`config.mk`:
```
export PLATFORM = sky130hd
export DESIGN_NAME = array_steering_vector_generator
export DESIGN_NICKNAME = d
export VERILOG_FILES = /design/src/rtl/core/asvg_pkg.sv /design/src/rtl/core/array_steering_vector_generator.sv
export SDC_FILE = /design/constraint.sdc
export NUM_CORES = 2
export LEC_CHECK = 0
export ABC_AREA = 0
export ABC_CLOCK_PERIOD_IN_PS = 9000
export BUFFER_PORTS_ARGS = -buffer_cell sky130_fd_sc_hd__buf_2
export CAP_MARGIN = 10
export CORE_MARGIN = 1.5
export CORE_UTILIZATION = 55
export CTS_CLUSTER_SIZE = 20
export DETAILED_ROUTE_END_ITERATION = 6
export PLACE_DENSITY = 0.71
export SLEW_MARGIN = 20
export SYNTH_ARGS = -nofsm -noshare
export SYNTH_HDL_FRONTEND = slang
export SYNTH_SLANG_ARGS = --single-unit
```
`constraint.sdc`:
```
create_clock -name clk -period 9 [get_ports clk]
set_input_delay 0.45 -clock clk [delete_from_list [all_inputs] [get_ports clk]]
set_output_delay 0.45 -clock clk [all_outputs]
set_load 0.05 [all_outputs]
```
`src/rtl/core/asvg_pkg.sv`:
```
// ----------------------------------------------------------------------------
// asvg_pkg
// Shared types, codes and constants of the array steering vector generator.
// ----------------------------------------------------------------------------
package asvg_pkg;

  typedef enum logic [3:0] {
    S_IDLE,
    S_PREP,
    S_DIV0,
    S_ROT0,
    S_CHAN,
    S_DIVK,
    S_ROTK,
    S_MUL,
    S_SECT,
    S_ROTW,
    S_EMIT
  } asvg_state_t;

  localparam int DEF_WEIGHT_BITS = 16;

  localparam logic [1:0] REG_HEADING  = 2'd0;
  localparam logic [1:0] REG_CHANNELS = 2'd1;
  localparam logic [1:0] REG_GEOMETRY = 2'd2;
  localparam logic [1:0] REG_SPACING  = 2'd3;

  localparam logic [1:0] GEOM_LINEAR = 2'd0;
  localparam logic [1:0] GEOM_CIRC   = 2'd1;
  localparam logic [1:0] GEOM_NONE   = 2'd2;

  localparam logic [15:0] RST_HEADING  = 16'd0;
  localparam logic [4:0]  RST_CHANNELS = 5'd8;
  localparam logic [1:0]  RST_GEOMETRY = GEOM_LINEAR;
  localparam logic [15:0] RST_SPACING  = 16'd2048;

  localparam logic [4:0] CHAN_LIMIT = 5'd16;

  localparam logic [4:0] DIV_LAST  = 5'd23;
  localparam logic [4:0] ROT_LAST  = 5'd17;
  localparam logic [4:0] MUL_LAST  = 5'd19;
  localparam logic [4:0] SECT_LAST = 5'd3;

  localparam logic signed [32:0] CORDIC_GAIN = 33'sd652032874;

  // arctangent of 2^-i in 2^-24 turn
  function automatic logic [21:0] atan_turn(input logic [4:0] i);
    logic [21:0] a;
    case (i)
      5'd0:    a = 22'd2097152;
      5'd1:    a = 22'd1238021;
      5'd2:    a = 22'd654136;
      5'd3:    a = 22'd332050;
      5'd4:    a = 22'd166669;
      5'd5:    a = 22'd83416;
      5'd6:    a = 22'd41718;
      5'd7:    a = 22'd20860;
      5'd8:    a = 22'd10430;
      5'd9:    a = 22'd5215;
      5'd10:   a = 22'd2608;
      5'd11:   a = 22'd1304;
      5'd12:   a = 22'd652;
      5'd13:   a = 22'd326;
      5'd14:   a = 22'd163;
      5'd15:   a = 22'd81;
      5'd16:   a = 22'd41;
      5'd17:   a = 22'd20;
      default: a = 22'd0;
    endcase
    return a;
  endfunction

  // fold phase into the right half plane: {flip, residual}
  function automatic logic [26:0] cordic_init(input logic [23:0] p);
    logic signed [25:0] z;
    logic               f;
    z = $signed({2'b00, p});
    f = 1'b0;
    if (p[23] ^ p[22]) begin
      z = z - 26'sh0800000;
      f = 1'b1;
    end else if (p[23]) begin
      z = z - 26'sh1000000;
    end
    return {f, z};
  endfunction

endpackage

```
`src/rtl/core/array_steering_vector_generator.sv`:
```
// ----------------------------------------------------------------------------
// array_steering_vector_generator
// One azimuth in, one complex steering weight per array channel out.
// ----------------------------------------------------------------------------
// One item at a time. Setup runs a fold, a bit-serial divide to the phase
// angle and a CORDIC pass. Each channel then runs, for a linear array, a
// bit-serial multiply, a CORDIC pass and the emit; for a circular channel
// past the centre, a divide for the element angle, two CORDIC passes, the
// multiply and a sector fold; for the centre, the sector fold, a CORDIC
// pass and the emit; for other geometries, only the emit. The shared
// iterative CORDIC, the restoring divider and the shift-add multiplier
// serve these steps; an output stall holds the emit.
// ----------------------------------------------------------------------------
module array_steering_vector_generator
  import asvg_pkg::*;
#(
  parameter int WEIGHT_BITS = DEF_WEIGHT_BITS
) (
  input  logic                          clk,
  input  logic                          rst_n,
  input  logic                          cfg_we,
  input  logic [1:0]                    cfg_index,
  input  logic [15:0]                   cfg_wdata,
  input  logic                          in_valid,
  output logic                          in_ready,
  input  logic [15:0]                   in_azimuth,
  output logic                          out_valid,
  input  logic                          out_ready,
  output logic [3:0]                    out_channel_index,
  output logic signed [WEIGHT_BITS-1:0] out_weight_real,
  output logic signed [WEIGHT_BITS-1:0] out_weight_imag,
  output logic                          out_last_channel,
  output logic                          out_behind_array,
  output logic                          out_blind_spot
);

  localparam logic signed [33:0] W_MAX = (34'sd1 <<< (WEIGHT_BITS - 1)) - 34'sd1;
  localparam logic signed [33:0] W_MIN = -(34'sd1 <<< (WEIGHT_BITS - 1));
  localparam logic signed [33:0] W_RND = 34'sd1 <<< (30 - WEIGHT_BITS);

  function automatic logic signed [WEIGHT_BITS-1:0] to_weight(
    input logic signed [32:0] v);
    logic signed [33:0] s;
    logic signed [33:0] r;
    s = {v[32], v} + W_RND;
    r = s >>> (31 - WEIGHT_BITS);
    if (r > W_MAX) r = W_MAX;
    if (r < W_MIN) r = W_MIN;
    return r[WEIGHT_BITS-1:0];
  endfunction

  logic [15:0] heading_r;
  logic [4:0]  chan_total_r;
  logic [1:0]  geom_r;
  logic [15:0] spacing_r;

  asvg_state_t state_r, state_nxt;
  logic [4:0]  cnt_r, cnt_nxt;

  logic signed [17:0] th_r, th_nxt;
  logic               behind_r, behind_nxt;
  logic               blind_r, blind_nxt;
  logic [3:0]         nlast_r, nlast_nxt;
  logic [3:0]         ch_r, ch_nxt;
  logic [19:0]        chsp_r, chsp_nxt;

  logic signed [23:0] base_r, base_nxt;
  logic signed [23:0] rel_r, rel_nxt;
  logic [19:0]        turnm_r, turnm_nxt;
  logic [19:0]        s300_r, s300_nxt;
  logic [19:0]        s60_r, s60_nxt;
  logic [19:0]        s120_r, s120_nxt;
  logic [19:0]        s240_r, s240_nxt;

  logic [16:0] rem_r, rem_nxt;
  logic [15:0] den_r, den_nxt;
  logic [23:0] cbits_r, cbits_nxt;
  logic [23:0] quo_r, quo_nxt;
  logic [23:0] ptheta_r, ptheta_nxt;

  logic signed [32:0] cx_r, cx_nxt;
  logic signed [32:0] cy_r, cy_nxt;
  logic signed [25:0] cz_r, cz_nxt;
  logic               cflip_r, cflip_nxt;
  logic signed [32:0] st_r, st_nxt;

  logic signed [41:0] mcand_r, mcand_nxt;
  logic signed [41:0] acc_r, acc_nxt;
  logic [19:0]        mplr_r, mplr_nxt;

  logic                          out_valid_r, out_valid_nxt;
  logic [3:0]                    out_ch_r, out_ch_nxt;
  logic signed [WEIGHT_BITS-1:0] out_wr_r, out_wr_nxt;
  logic signed [WEIGHT_BITS-1:0] out_wi_r, out_wi_nxt;
  logic                          out_last_r, out_last_nxt;
  logic                          out_behind_r, out_behind_nxt;
  logic                          out_blind_r, out_blind_nxt;

  logic emit_go;
  logic in_acc;
  logic last_ch;

  // divider step
  logic [17:0] dt;
  logic        dge;
  logic [17:0] drem;
  logic [23:0] dquo;

  // cordic step
  logic signed [32:0] xs, ys, sx, sy, fx, fy, rx, ry;
  logic signed [25:0] ang, sz;

  // multiplier step
  logic signed [41:0] macc, phw;

  // misc
  logic signed [17:0] diff;
  logic signed [18:0] tsum;
  logic [16:0]        t1, t2;
  logic signed [22:0] thm;
  logic               sect_on;
  logic [26:0]        cinit;

  assign in_acc  = in_valid && in_ready;
  assign last_ch = (ch_r == nlast_r);

  always_comb begin
    dt   = {rem_r, cbits_r[23]};
    dge  = (dt >= {2'b00, den_r});
    drem = dge ? (dt - {2'b00, den_r}) : dt;
    dquo = {quo_r[22:0], dge};

    xs  = cx_r >>> cnt_r;
    ys  = cy_r >>> cnt_r;
    ang = $signed({4'b0000, atan_turn(cnt_r)});
    if (!cz_r[25]) begin
      sx = cx_r - ys;
      sy = cy_r + xs;
      sz = cz_r - ang;
    end else begin
      sx = cx_r + ys;
      sy = cy_r - xs;
      sz = cz_r + ang;
    end
    fx = cflip_r ? -sx : sx;
    fy = cflip_r ? -sy : sy;
    rx = cflip_r ? -cx_r : cx_r;
    ry = cflip_r ? -cy_r : cy_r;

    macc = mplr_r[0] ? (acc_r + mcand_r) : acc_r;
    phw  = macc + 42'sd131072;

    sect_on = (rel_r > $signed({4'b0000, s300_r})) ||
              (rel_r < $signed({4'b0000, s60_r})) ||
              ((rel_r > $signed({4'b0000, s120_r})) &&
               (rel_r < $signed({4'b0000, s240_r})));

    diff = $signed({2'b00, in_azimuth}) - $signed({2'b00, heading_r});
    tsum = {th_r[17], th_r} + 19'sd92160;
    t1   = (tsum[16:0] >= 17'd46080) ? (tsum[16:0] - 17'd46080) : tsum[16:0];
    t2   = (t1 >= 17'd46080) ? (t1 - 17'd46080) : t1;
    thm  = th_r * $signed({1'b0, nlast_r});
  end

  // next state
  always_comb begin
    state_nxt = state_r;
    case (state_r)
      S_IDLE: if (in_valid) state_nxt = S_PREP;
      S_PREP: state_nxt = S_DIV0;
      S_DIV0: if (cnt_r == DIV_LAST) state_nxt = S_ROT0;
      S_ROT0: if (cnt_r == ROT_LAST) state_nxt = S_CHAN;
      S_CHAN: begin
        if (geom_r == GEOM_LINEAR) begin
          state_nxt = S_MUL;
        end else if (geom_r == GEOM_CIRC) begin
          state_nxt = (ch_r == 4'd0) ? S_SECT : S_DIVK;
        end else begin
          state_nxt = S_EMIT;
        end
      end
      S_DIVK: if (cnt_r == DIV_LAST) state_nxt = S_ROTK;
      S_ROTK: if (cnt_r == ROT_LAST) state_nxt = S_MUL;
      S_MUL: begin
        if (cnt_r == MUL_LAST) state_nxt = (geom_r == GEOM_CIRC) ? S_SECT : S_ROTW;
      end
      S_SECT: if (cnt_r == SECT_LAST) state_nxt = S_ROTW;
      S_ROTW: if (cnt_r == ROT_LAST) state_nxt = S_EMIT;
      S_EMIT: if (emit_go) state_nxt = last_ch ? S_IDLE : S_CHAN;
      default: state_nxt = S_IDLE;
    endcase
  end

  // outputs
  always_comb begin
    in_ready = (state_r == S_IDLE);
    emit_go  = !out_valid_r || out_ready;
  end

  // datapath
  always_comb begin
    cnt_nxt    = (state_nxt != state_r) ? 5'd0 : cnt_r + 5'd1;
    th_nxt     = th_r;
    behind_nxt = behind_r;
    blind_nxt  = blind_r;
    nlast_nxt  = nlast_r;
    ch_nxt     = ch_r;
    chsp_nxt   = chsp_r;
    base_nxt   = base_r;
    rel_nxt    = rel_r;
    turnm_nxt  = turnm_r;
    s300_nxt   = s300_r;
    s60_nxt    = s60_r;
    s120_nxt   = s120_r;
    s240_nxt   = s240_r;
    rem_nxt    = rem_r;
    den_nxt    = den_r;
    cbits_nxt  = cbits_r;
    quo_nxt    = quo_r;
    ptheta_nxt = ptheta_r;
    cx_nxt     = cx_r;
    cy_nxt     = cy_r;
    cz_nxt     = cz_r;
    cflip_nxt  = cflip_r;
    st_nxt     = st_r;
    mcand_nxt  = mcand_r;
    acc_nxt    = acc_r;
    mplr_nxt   = mplr_r;
    cinit      = cordic_init(24'd0);

    out_valid_nxt  = out_ready ? 1'b0 : out_valid_r;
    out_ch_nxt     = out_ch_r;
    out_wr_nxt     = out_wr_r;
    out_wi_nxt     = out_wi_r;
    out_last_nxt   = out_last_r;
    out_behind_nxt = out_behind_r;
    out_blind_nxt  = out_blind_r;

    case (state_r)
      S_IDLE: begin
        if (in_acc) begin
          behind_nxt = 1'b0;
          th_nxt     = diff;
          if (diff >= 18'sd34560) begin
            th_nxt = diff - 18'sd46080;
          end else if (diff > 18'sd11520) begin
            th_nxt     = diff - 18'sd23040;
            behind_nxt = 1'b1;
          end
          blind_nxt = (geom_r == GEOM_LINEAR) && (th_nxt > 18'sd10240) &&
                      (th_nxt < 18'sd35840);
          if (chan_total_r < 5'd2) begin
            nlast_nxt = 4'd1;
          end else if (chan_total_r > CHAN_LIMIT) begin
            nlast_nxt = 4'(CHAN_LIMIT - 5'd1);
          end else begin
            nlast_nxt = 4'(chan_total_r - 5'd1);
          end
        end
      end
      S_PREP: begin
        rem_nxt   = t2;
        den_nxt   = 16'd46080;
        cbits_nxt = 24'd23040;
        quo_nxt   = 24'd0;
        base_nxt  = {thm[22], thm};
        turnm_nxt = 20'(nlast_r) * 20'd46080;
        s300_nxt  = 20'(nlast_r) * 20'd38400;
        s60_nxt   = 20'(nlast_r) * 20'd7680;
        s120_nxt  = 20'(nlast_r) * 20'd15360;
        s240_nxt  = 20'(nlast_r) * 20'd30720;
        chsp_nxt  = 20'd0;
        ch_nxt    = 4'd0;
      end
      S_DIV0, S_DIVK: begin
        rem_nxt   = drem[16:0];
        cbits_nxt = {cbits_r[22:0], 1'b0};
        quo_nxt   = dquo;
        if (cnt_r == DIV_LAST) begin
          if (state_r == S_DIV0) begin
            ptheta_nxt = dquo;
            cinit      = cordic_init(dquo);
          end else begin
            cinit = cordic_init(ptheta_r - dquo);
          end
          cx_nxt    = CORDIC_GAIN;
          cy_nxt    = 33'sd0;
          cflip_nxt = cinit[26];
          cz_nxt    = $signed(cinit[25:0]);
        end
      end
      S_ROT0, S_ROTK, S_ROTW: begin
        cx_nxt = sx;
        cy_nxt = sy;
        cz_nxt = sz;
        if (cnt_r == ROT_LAST) begin
          if (state_r == S_ROT0) st_nxt = fy;
          if (state_r == S_ROTK) begin
            mcand_nxt = {{9{fx[32]}}, fx};
            mplr_nxt  = {4'b0000, spacing_r};
            acc_nxt   = 42'sd0;
          end
        end
      end
      S_CHAN: begin
        rel_nxt = base_r;
        if (geom_r == GEOM_LINEAR) begin
          mcand_nxt = {{9{st_r[32]}}, st_r};
          mplr_nxt  = chsp_r;
          acc_nxt   = 42'sd0;
        end else if (geom_r == GEOM_CIRC) begin
          if (ch_r == 4'd0) begin
            cinit     = cordic_init(24'd0);
            cx_nxt    = CORDIC_GAIN;
            cy_nxt    = 33'sd0;
            cflip_nxt = cinit[26];
            cz_nxt    = $signed(cinit[25:0]);
          end else begin
            rem_nxt   = {13'd0, ch_r - 4'd1};
            den_nxt   = {12'd0, nlast_r};
            cbits_nxt = {21'd0, nlast_r[3:1]};
            quo_nxt   = 24'd0;
          end
        end
      end
      S_MUL: begin
        acc_nxt   = macc;
        mcand_nxt = mcand_r <<< 1;
        mplr_nxt  = {1'b0, mplr_r[19:1]};
        if (cnt_r == MUL_LAST) begin
          cinit     = cordic_init(phw[41:18]);
          cx_nxt    = CORDIC_GAIN;
          cy_nxt    = 33'sd0;
          cflip_nxt = cinit[26];
          cz_nxt    = $signed(cinit[25:0]);
        end
      end
      S_SECT: begin
        if (rel_r[23]) rel_nxt = rel_r + $signed({4'b0000, turnm_r});
      end
      S_EMIT: begin
        if (emit_go) begin
          out_valid_nxt  = 1'b1;
          out_ch_nxt     = ch_r;
          out_last_nxt   = last_ch;
          out_behind_nxt = behind_r;
          out_blind_nxt  = blind_r;
          out_wr_nxt     = '0;
          out_wi_nxt     = '0;
          if ((geom_r == GEOM_LINEAR) || ((geom_r == GEOM_CIRC) && sect_on)) begin
            out_wr_nxt = to_weight(rx);
            out_wi_nxt = to_weight(ry);
          end
          base_nxt = base_r - 24'sd46080;
          chsp_nxt = chsp_r + {4'b0000, spacing_r};
          ch_nxt   = ch_r + 4'd1;
        end
      end
      default: begin
      end
    endcase
  end

  always_ff @(posedge clk) begin
    if (!rst_n) begin
      heading_r    <= RST_HEADING;
      chan_total_r <= RST_CHANNELS;
      geom_r       <= RST_GEOMETRY;
      spacing_r    <= RST_SPACING;
      state_r      <= S_IDLE;
      cnt_r        <= 5'd0;
      out_valid_r  <= 1'b0;
      ch_r         <= 4'd0;
      nlast_r      <= 4'd1;
    end else begin
      if (cfg_we) begin
        case (cfg_index)
          REG_HEADING:  heading_r    <= cfg_wdata;
          REG_CHANNELS: chan_total_r <= cfg_wdata[4:0];
          REG_GEOMETRY: geom_r       <= cfg_wdata[1:0];
          REG_SPACING:  spacing_r    <= cfg_wdata;
          default:      heading_r    <= heading_r;
        endcase
      end
      state_r     <= state_nxt;
      cnt_r       <= cnt_nxt;
      out_valid_r <= out_valid_nxt;
      ch_r        <= ch_nxt;
      nlast_r     <= nlast_nxt;
    end
  end

  always_ff @(posedge clk) begin
    th_r         <= th_nxt;
    behind_r     <= behind_nxt;
    blind_r      <= blind_nxt;
    chsp_r       <= chsp_nxt;
    base_r       <= base_nxt;
    rel_r        <= rel_nxt;
    turnm_r      <= turnm_nxt;
    s300_r       <= s300_nxt;
    s60_r        <= s60_nxt;
    s120_r       <= s120_nxt;
    s240_r       <= s240_nxt;
    rem_r        <= rem_nxt;
    den_r        <= den_nxt;
    cbits_r      <= cbits_nxt;
    quo_r        <= quo_nxt;
    ptheta_r     <= ptheta_nxt;
    cx_r         <= cx_nxt;
    cy_r         <= cy_nxt;
    cz_r         <= cz_nxt;
    cflip_r      <= cflip_nxt;
    st_r         <= st_nxt;
    mcand_r      <= mcand_nxt;
    acc_r        <= acc_nxt;
    mplr_r       <= mplr_nxt;
    out_ch_r     <= out_ch_nxt;
    out_wr_r     <= out_wr_nxt;
    out_wi_r     <= out_wi_nxt;
    out_last_r   <= out_last_nxt;
    out_behind_r <= out_behind_nxt;
    out_blind_r  <= out_blind_nxt;
  end

  assign out_valid         = out_valid_r;
  assign out_channel_index = out_ch_r;
  assign out_weight_real   = out_wr_r;
  assign out_weight_imag   = out_wi_r;
  assign out_last_channel  = out_last_r;
  assign out_behind_array  = out_behind_r;
  assign out_blind_spot    = out_blind_r;

  a_div_rem: assert property (@(posedge clk) disable iff (!rst_n)
    ((state_r == S_DIV0) || (state_r == S_DIVK)) |-> (rem_r < {1'b0, den_r}))
    else $error("divider remainder not below divisor");

  a_ch_range: assert property (@(posedge clk) disable iff (!rst_n)
    ((state_r != S_IDLE) && (state_r != S_PREP)) |-> (ch_r <= nlast_r))
    else $error("channel counter past last channel");

  a_mid_beat: assert property (@(posedge clk) disable iff (!rst_n)
    (out_valid_r && out_ready && !out_last_r) |-> (state_r != S_IDLE))
    else $error("idle before last channel beat");

endmodule
```
== Yosys cells after proc, flatten, opt, wreduce, memory -nomap -nowiden ==
Memories as Yosys holds them, arrays and structs flattened. A register that Yosys moved wholly into a read port is not among the register bits.
Index checks and enable logic that the tools add are counted.

* Muxes and demuxes: 117
* Shift operators: 2
* Multipliers: 6
* Reduce and logical (&&, ||, !) cells: 41
* Bitwise logic cells: 5
* Equality and inequality tests: 31
* Magnitude comparators: 17
* $add $sub $neg: 35

{| class="wikitable"
|+ Operators with widths
! kind !! count
|-
| 33-bit two-way mux || 16
|-
| 26-bit two-way mux || 12
|-
| 42-bit two-way mux || 7
|-
| 34-bit two-way mux || 8
|-
| 33-bit one-hot mux with 4 select lines || 2
|-
| 42-bit one-hot mux with 3 select lines || 2
|-
| 33-bit negator || 4
|-
| 24-bit two-way mux || 5
|-
| 26-bit one-hot mux with 4 select lines || 1
|-
| 17-bit two-way mux || 6
|-
| 24-bit one-hot mux with 2 select lines || 2
|-
| 16-bit two-way mux || 5
|-
| 20-bit two-way mux || 4
|-
| 24-bit by 25-bit subtractor with 26-bit output (second input constant) || 3
|-
| 24-bit by 24-bit subtractor with 25-bit output (second input constant) || 3
|-
| 18-bit two-way mux || 4
|-
| 24-bit one-hot mux with 3 select lines || 1
|-
| 23-bit two-way mux || 3
|-
| 23-bit one-hot mux with 3 select lines || 1
|-
| 33-bit by 16-bit adder with 34-bit output (second input constant) || 2
|-
| 34-bit by 16-bit < comparator with 1-bit output (second input constant) || 2
|-
| 33-bit adder || 2
|-
| 33-bit by 5-bit >>> shifter with 33-bit output || 2
|-
| 33-bit subtractor || 2
|-
| other kinds (73) || 155
|}

* Output and inout bits: 41
* Bits in read-only memories: 704
* Bits in registers: 563
* Input bits: 39
* Memories kept: 1

{| class="wikitable"
|+ Memory list
! memory !! words !! bits a word !! rd ports !! clocked after Yosys merged registers in !! write ports !! line !! source
|-
| (no name shown) || 32 || 22 || 1 || 1 || 0 || asvg_pkg.sv:49 || <nowiki>case (i)</nowiki>
|}

== Depth between registers and ports, before layout ==
* Depth after elaboration: 10
* Depth in mapped cells: 31

== Worst setup path before layout ==
No wires, ideal clock.

* Path kind: reg2reg
* Start point: reg cnt_r[2]
* End point: reg acc_r[0], enable pin
* Cell stages (with the launch flop): 9
* Arrival: 7.440 ns
* Slack: 1.143 ns
* Clock period less this slack: 7.857 ns
* Cell sequence: dfxtp_1 inv_2 buf_2 clkbuf_1 clkbuf_1 and3_1 o21ai_0 a21oi_1 a21boi_0

* Cells in the longest elaborated chain, start to end: 3

{| class="wikitable"
|+ RTL lines
! item !! line !! source
|-
| start: declaration || array_steering_vector_generator.sv:58 || <nowiki>logic [4:0] cnt_r, cnt_nxt;</nowiki>
|-
| start signal: assignment || array_steering_vector_generator.sv:386 || <nowiki>cnt_r <= cnt_nxt;</nowiki>
|-
| 5-bit equality test || array_steering_vector_generator.sv:296 || <nowiki>if (cnt_r == ROT_LAST) begin</nowiki>
|-
| 2-bit inequality test (no line) || -- ||
|-
| 4-bit AND reduction (no line) || -- ||
|-
| end signal: assignment || array_steering_vector_generator.sv:416 || <nowiki>acc_r <= acc_nxt;</nowiki>
|-
| end: declaration || array_steering_vector_generator.sv:88 || <nowiki>logic signed [41:0] acc_r, acc_nxt;</nowiki>
|}

No other way between the ends.
A chain may end at the register's enable or synchronous reset.

== Worst setup path after layout ==
* Start point: reg cnt_r[0]
* End point: reg st_r[32], data pin

* Cells in the longest elaborated chain, start to end: 5
* Elaborated cells on any way between the ends: 6
* Classes of those cells: add/sub (3); shift (1); mux (2)

{| class="wikitable"
|+ RTL lines
! item !! line !! source
|-
| 33-bit by 5-bit >>> shifter with 33-bit output (*) || array_steering_vector_generator.sv:133 || <nowiki>xs = cx_r >>> cnt_r;</nowiki>
|-
| 33-bit adder / 33-bit subtractor (equally long branches) || array_steering_vector_generator.sv:138, array_steering_vector_generator.sv:142 ||
|-
| 33-bit two-way mux (*) || array_steering_vector_generator.sv:136 || <nowiki>if (!cz_r[25]) begin</nowiki>
|-
| 33-bit negator || array_steering_vector_generator.sv:146 || <nowiki>fy = cflip_r ? -sy : sy;</nowiki>
|-
| 33-bit two-way mux (*) || array_steering_vector_generator.sv:146 ||
|-
| named net fy[32] || array_steering_vector_generator.sv:110 || <nowiki>logic signed [32:0] xs, ys, sx, sy, fx, fy, rx, ry;</nowiki>
|-
| end signal: assignment || array_steering_vector_generator.sv:414 || <nowiki>st_r <= st_nxt;</nowiki>
|-
| end: declaration || array_steering_vector_generator.sv:85 || <nowiki>logic signed [32:0] st_r, st_nxt;</nowiki>
|}

Mark *: on every way through the listed nets, which the timed path passes. The rest lies on a longest branch.

==> impl_results.md <==
- Status: completed
- Critical path destination: st_r[32]
- Flop and latch count out of synthesis: 555
- Io pins: 80
- Most Crowded Layer GR: met2
- Power Density: 258 mW/mm^2
- Achievable Freq: 127 MHz
- Gr usage total: 29.6%
- Die Wd: 296 um
- Height of the die: 296 um
- Worst-path clk slew: 0.06 ns
- Cell variety after synth: 98
- MaxCap Viol Count: 0
- Met1 Resource Use GR: 41.5%
- Period utilisation layout: 87.1%
- Final worst slack: 1.16 ns
- Htree depth: 3
- # rows: 107
- Max incr delay on CP: 0.75 ns
- Critical-path top delay cell: dfxtp_4
- Remaining antenna violation count after routing: 0
- Most frequent cells in the layout: nand2_1, edfxtp_1, nor2_1
- Final max-slew violation count: 0
- NetSw: 0.00545 W
- Post-synthesis sequential area ratio: 33.7%
- Post-CTS setup buffer count: 0
- Post-CTS sizing: 0
- Crit path from: cnt_r[0]
- Design Power: 0.0131 W
- Fin. Hold Viols: 0
- Residual overflow from global routing: 0
- Worst Skew: 0.0318 ns
- Reg2reg setup slack: 1.16 ns
- Number of buffers created by CTS: 66
- Reg-to-reg startpoint: cnt_r[0]
- Post-layout minimum cycle time: 7.84 ns
- CTS Hold Buffers Added: 0
- Port Buf Inserts: 79
- Syn Nets: 5572
- Later-pin clock latency in the skew report: 0.64 ns
- Buf/Inv on CP: 1
- Core box area: 0.0850 mm^2
- Setup Crit Path Kind: reg2reg
- Synthesized-area fraction occupied by and/or/nand/nor cells: 17.1%
- Vias in the first global route: 37000
- Global-route wire length before repair: 205 mm
- Reg power frac: 27.7%
- Finished Layout Cells: 6303
- P_int: 0.00767 W
- Max VDD drop: 0.000156 V
- Final GP Congestion: 0.988
- DR DRC count: 0
- Root buf cell: clkbuf_16
- Detailed Route Iter0 Violations: 3511
- Tightest Hold Check Type: in2reg
- Synth warn: 0
- Commonest non-fill, non-tap cell in the layout: nand2_1
- Final setup vio count: 0
- Largest family of logic cells by synthesized area: compound AO/OA/AOI/OAI gates
- DR vias: 39300
- Netlist Area Pre-Place: 0.0471 mm^2
- Initial antenna violation count: 3
- Clock Sinks: 555
- Worst R2R End: st_r[32]
- Pre-CTS WS: 1.39 ns
- Max transition margin: 26.7%
- Post-Route WL: 131 mm
- Synth Flop Type: edfxtp_1
- CTS tree: yes
- Largest net degree at the start of global routing: 110
- Cells after DPL: 6183
- Clk network pwr share: 21.8%
- Cell count after synthesis: 5131
- Post-placement cell area: 0.0485 mm^2
- Sum Neg Setup Slack: 0 ns
- Post-synth EDFFs: 476
- Clock tree buffer depth: 3
- Initial Utilization: 55.4%
- Worst path top cell family by delay: compound AO/OA/AOI/OAI gates
- Unrepaired setup endpoints after global routing: no
- Wire length per cell: 20.7 um
- R2R cell count: 23
- Compound-Gate Fraction of Synth Area: 18.3%
- Ys async rst share: 0%
- Crit path launch type: flip-flop
- Sw Share: 41.5%
- Post-synthesis mux area share: 6.59%
- Final #Nets: 5550
- Static Leakage: 19.9 nW
- Post-synthesis xor/xnor area fraction: 8.27%
- Combinational power share: 50.5%
- Worst-margin pin slew: 1.10 ns
- Die area: 0.0874 mm^2
- CP required: 9.35 ns
- Final HPWL DP: 96.8 mm
- Synthesized area per cell: 9.18 um^2
- Crit Path Max Fanout: 37
- Worst EP arrival: 8.20 ns
- M3 GR Usage: 5.62%
- Crit path cell chain: buf_12 -> mux4_2 -> mux2_2 -> mux2i_1 -> mux2_2 -> ha_1 -> and4b_1 -> a41oi_1 -> xor2_1 -> ha_1 -> a21o_1 -> and2_1 -> o21ai_1 -> nand2_1 -> a21oi_1 -> o21ai_1 -> o2111ai_1 -> a21oi_1 -> a2111oi_2 -> nand2b_1 -> or4b_1 -> o41ai_1 -> xnor2_1
- Adder-Cell Fraction of Synth Area: 11.5%
- CP endpoint kind: flip-flop
- Stages on worst setup path: 23
- Via density: 6.23
- Design area: 0.0508 mm^2
- Area delta synth->final: 7.97%
- Proportion of layout cells with a drive suffix above 1: 8.53%
- Met2 usage: 46.6%
- First-pass iteration count of the detailed router: 5
## final cells by class
cell class,instances,area (um^2)
clock buffers,88,1840
flip-flops and latches,555,15900
fillers,7380,34200
inverters,311,1170
diodes,1,2.50
repair buffers,132,848
multi-input cells,4043,29200
well taps,1144,1430
clock inverters,29,439
## metrics by stage
| step | hold slack, ns | utilization (%) |
|---|---|---|
| after detailed placement | 0.423 | 57.1 |
| after CTS | 0.0443 | 59.8 |
| after floorplan | 0.400 | - |
| final | 0.0770 | 59.8 |
| after global routing | 0.0745 | 59.8 |
| after global placement | 0.403 | 57.1 |
## routing by layer
layer	vias up	part of all wire (%)
li1	18700	-
met1	18800	44
met2	1500	45
met3	241	8.7
met4	2	2.6
met5	-	0.010
## worst min path at each step
stage                       endpoint  depth (start not counted)  slack, ns          start
floorplan           out_behind_array                          0       0.40       behind_r
finish                  spacing_r[7]                          3       0.08   cfg_wdata[7]
global route           heading_r[10]                          3       0.07  cfg_wdata[10]
CTS                     spacing_r[7]                          3       0.04   cfg_wdata[7]
global placement    out_behind_array                          0       0.40       behind_r
detailed placement    out_blind_spot                          0       0.42        blind_r
## power groups by stage
stage	sequential, W	combinational, W	clock [W]
after floorplan	0.00352	0.00502	0
after global placement	0.00367	0.00636	0
after detailed placement	0.00367	0.00645	0
after CTS	0.00362	0.00651	0.00290
after global routing	0.00366	0.00728	0.00299
final	0.00364	0.00662	0.00286
## sequential cells by signal, summed over array words and instances, names as in the netlist, 17 cells and up
name      cells
acc_r        42
mcand_r      42
cx_r         33
cy_r         33
st_r         33
cz_r         26
base_r       24
cbits_r      24
ptheta_r     24
rel_r        24
quo_r        23
ang          22
chsp_r       20
mplr_r       20
th_r         18
rem_r        17
## cells by family after synthesis
kind of cell,count (synthesis)
AND/OR/NAND/NOR,1647
flip-flops,555
multiplexers,198
AO/OA/AOI/OAI,1352
buffers and inverters,533
XOR/XNOR,443
adder cells (fa/ha/maj),403
## worst reg2reg max path: stages (launching register included)
cell       delay (ns)
dfxtp_4          0.75
buf_12           0.29
mux4_2           0.59
mux2_2           0.30
mux2i_1          0.41
mux2_2           0.29
ha_1             0.19
and4b_1          0.29
a41oi_1          0.15
xor2_1           0.19
ha_1             0.38
a21o_1           0.22
and2_1           0.17
o21ai_1          0.11
nand2_1          0.06
a21oi_1          0.43
o21ai_1          0.33
o2111ai_1        0.41
a21oi_1          0.14
a2111oi_2        0.56
nand2b_1         0.14
or4b_1           0.55
o41ai_1          0.50
xnor2_1          0.11
## synth_stat cells (30+ instances only)
cell / n / share of area [%]
nand2_1: 479 / 3.8
edfxtp_1: 476 / 30
nor2_1: 394 / 3.1
a21oi_1: 360 / 3.8
ha_1: 349 / 9.3
inv_1: 304 / 2.4
o21ai_0: 295 / 3.1
xnor2_1: 264 / 4.9
xor2_1: 177 / 3.3
clkbuf_1: 174 / 1.4
and2_1: 135 / 1.8
nor3_1: 116 / 1.2
nand3_1: 98 / 1.0
a21o_1: 96 / 1.5
mux4_2: 86 / 4.1
dfxtp_1: 79 / 3.4
mux2i_1: 75 / 1.6
nor2b_1: 73 / 0.97
nand2b_1: 71 / 0.94
a22oi_1: 67 / 1.1
a31oi_1: 61 / 0.81
o21a_1: 60 / 0.96
a21boi_0: 59 / 0.94
fa_1: 53 / 2.3
a211oi_1: 52 / 0.83
or3_1: 44 / 0.58
nor4_1: 42 / 0.56
o211ai_1: 40 / 0.64
and3_1: 37 / 0.49
mux2_2: 34 / 0.81
o21bai_1: 34 / 0.54
or2_2: 30 / 0.40
No activity file was read; power rests on OpenSTA's default activity.
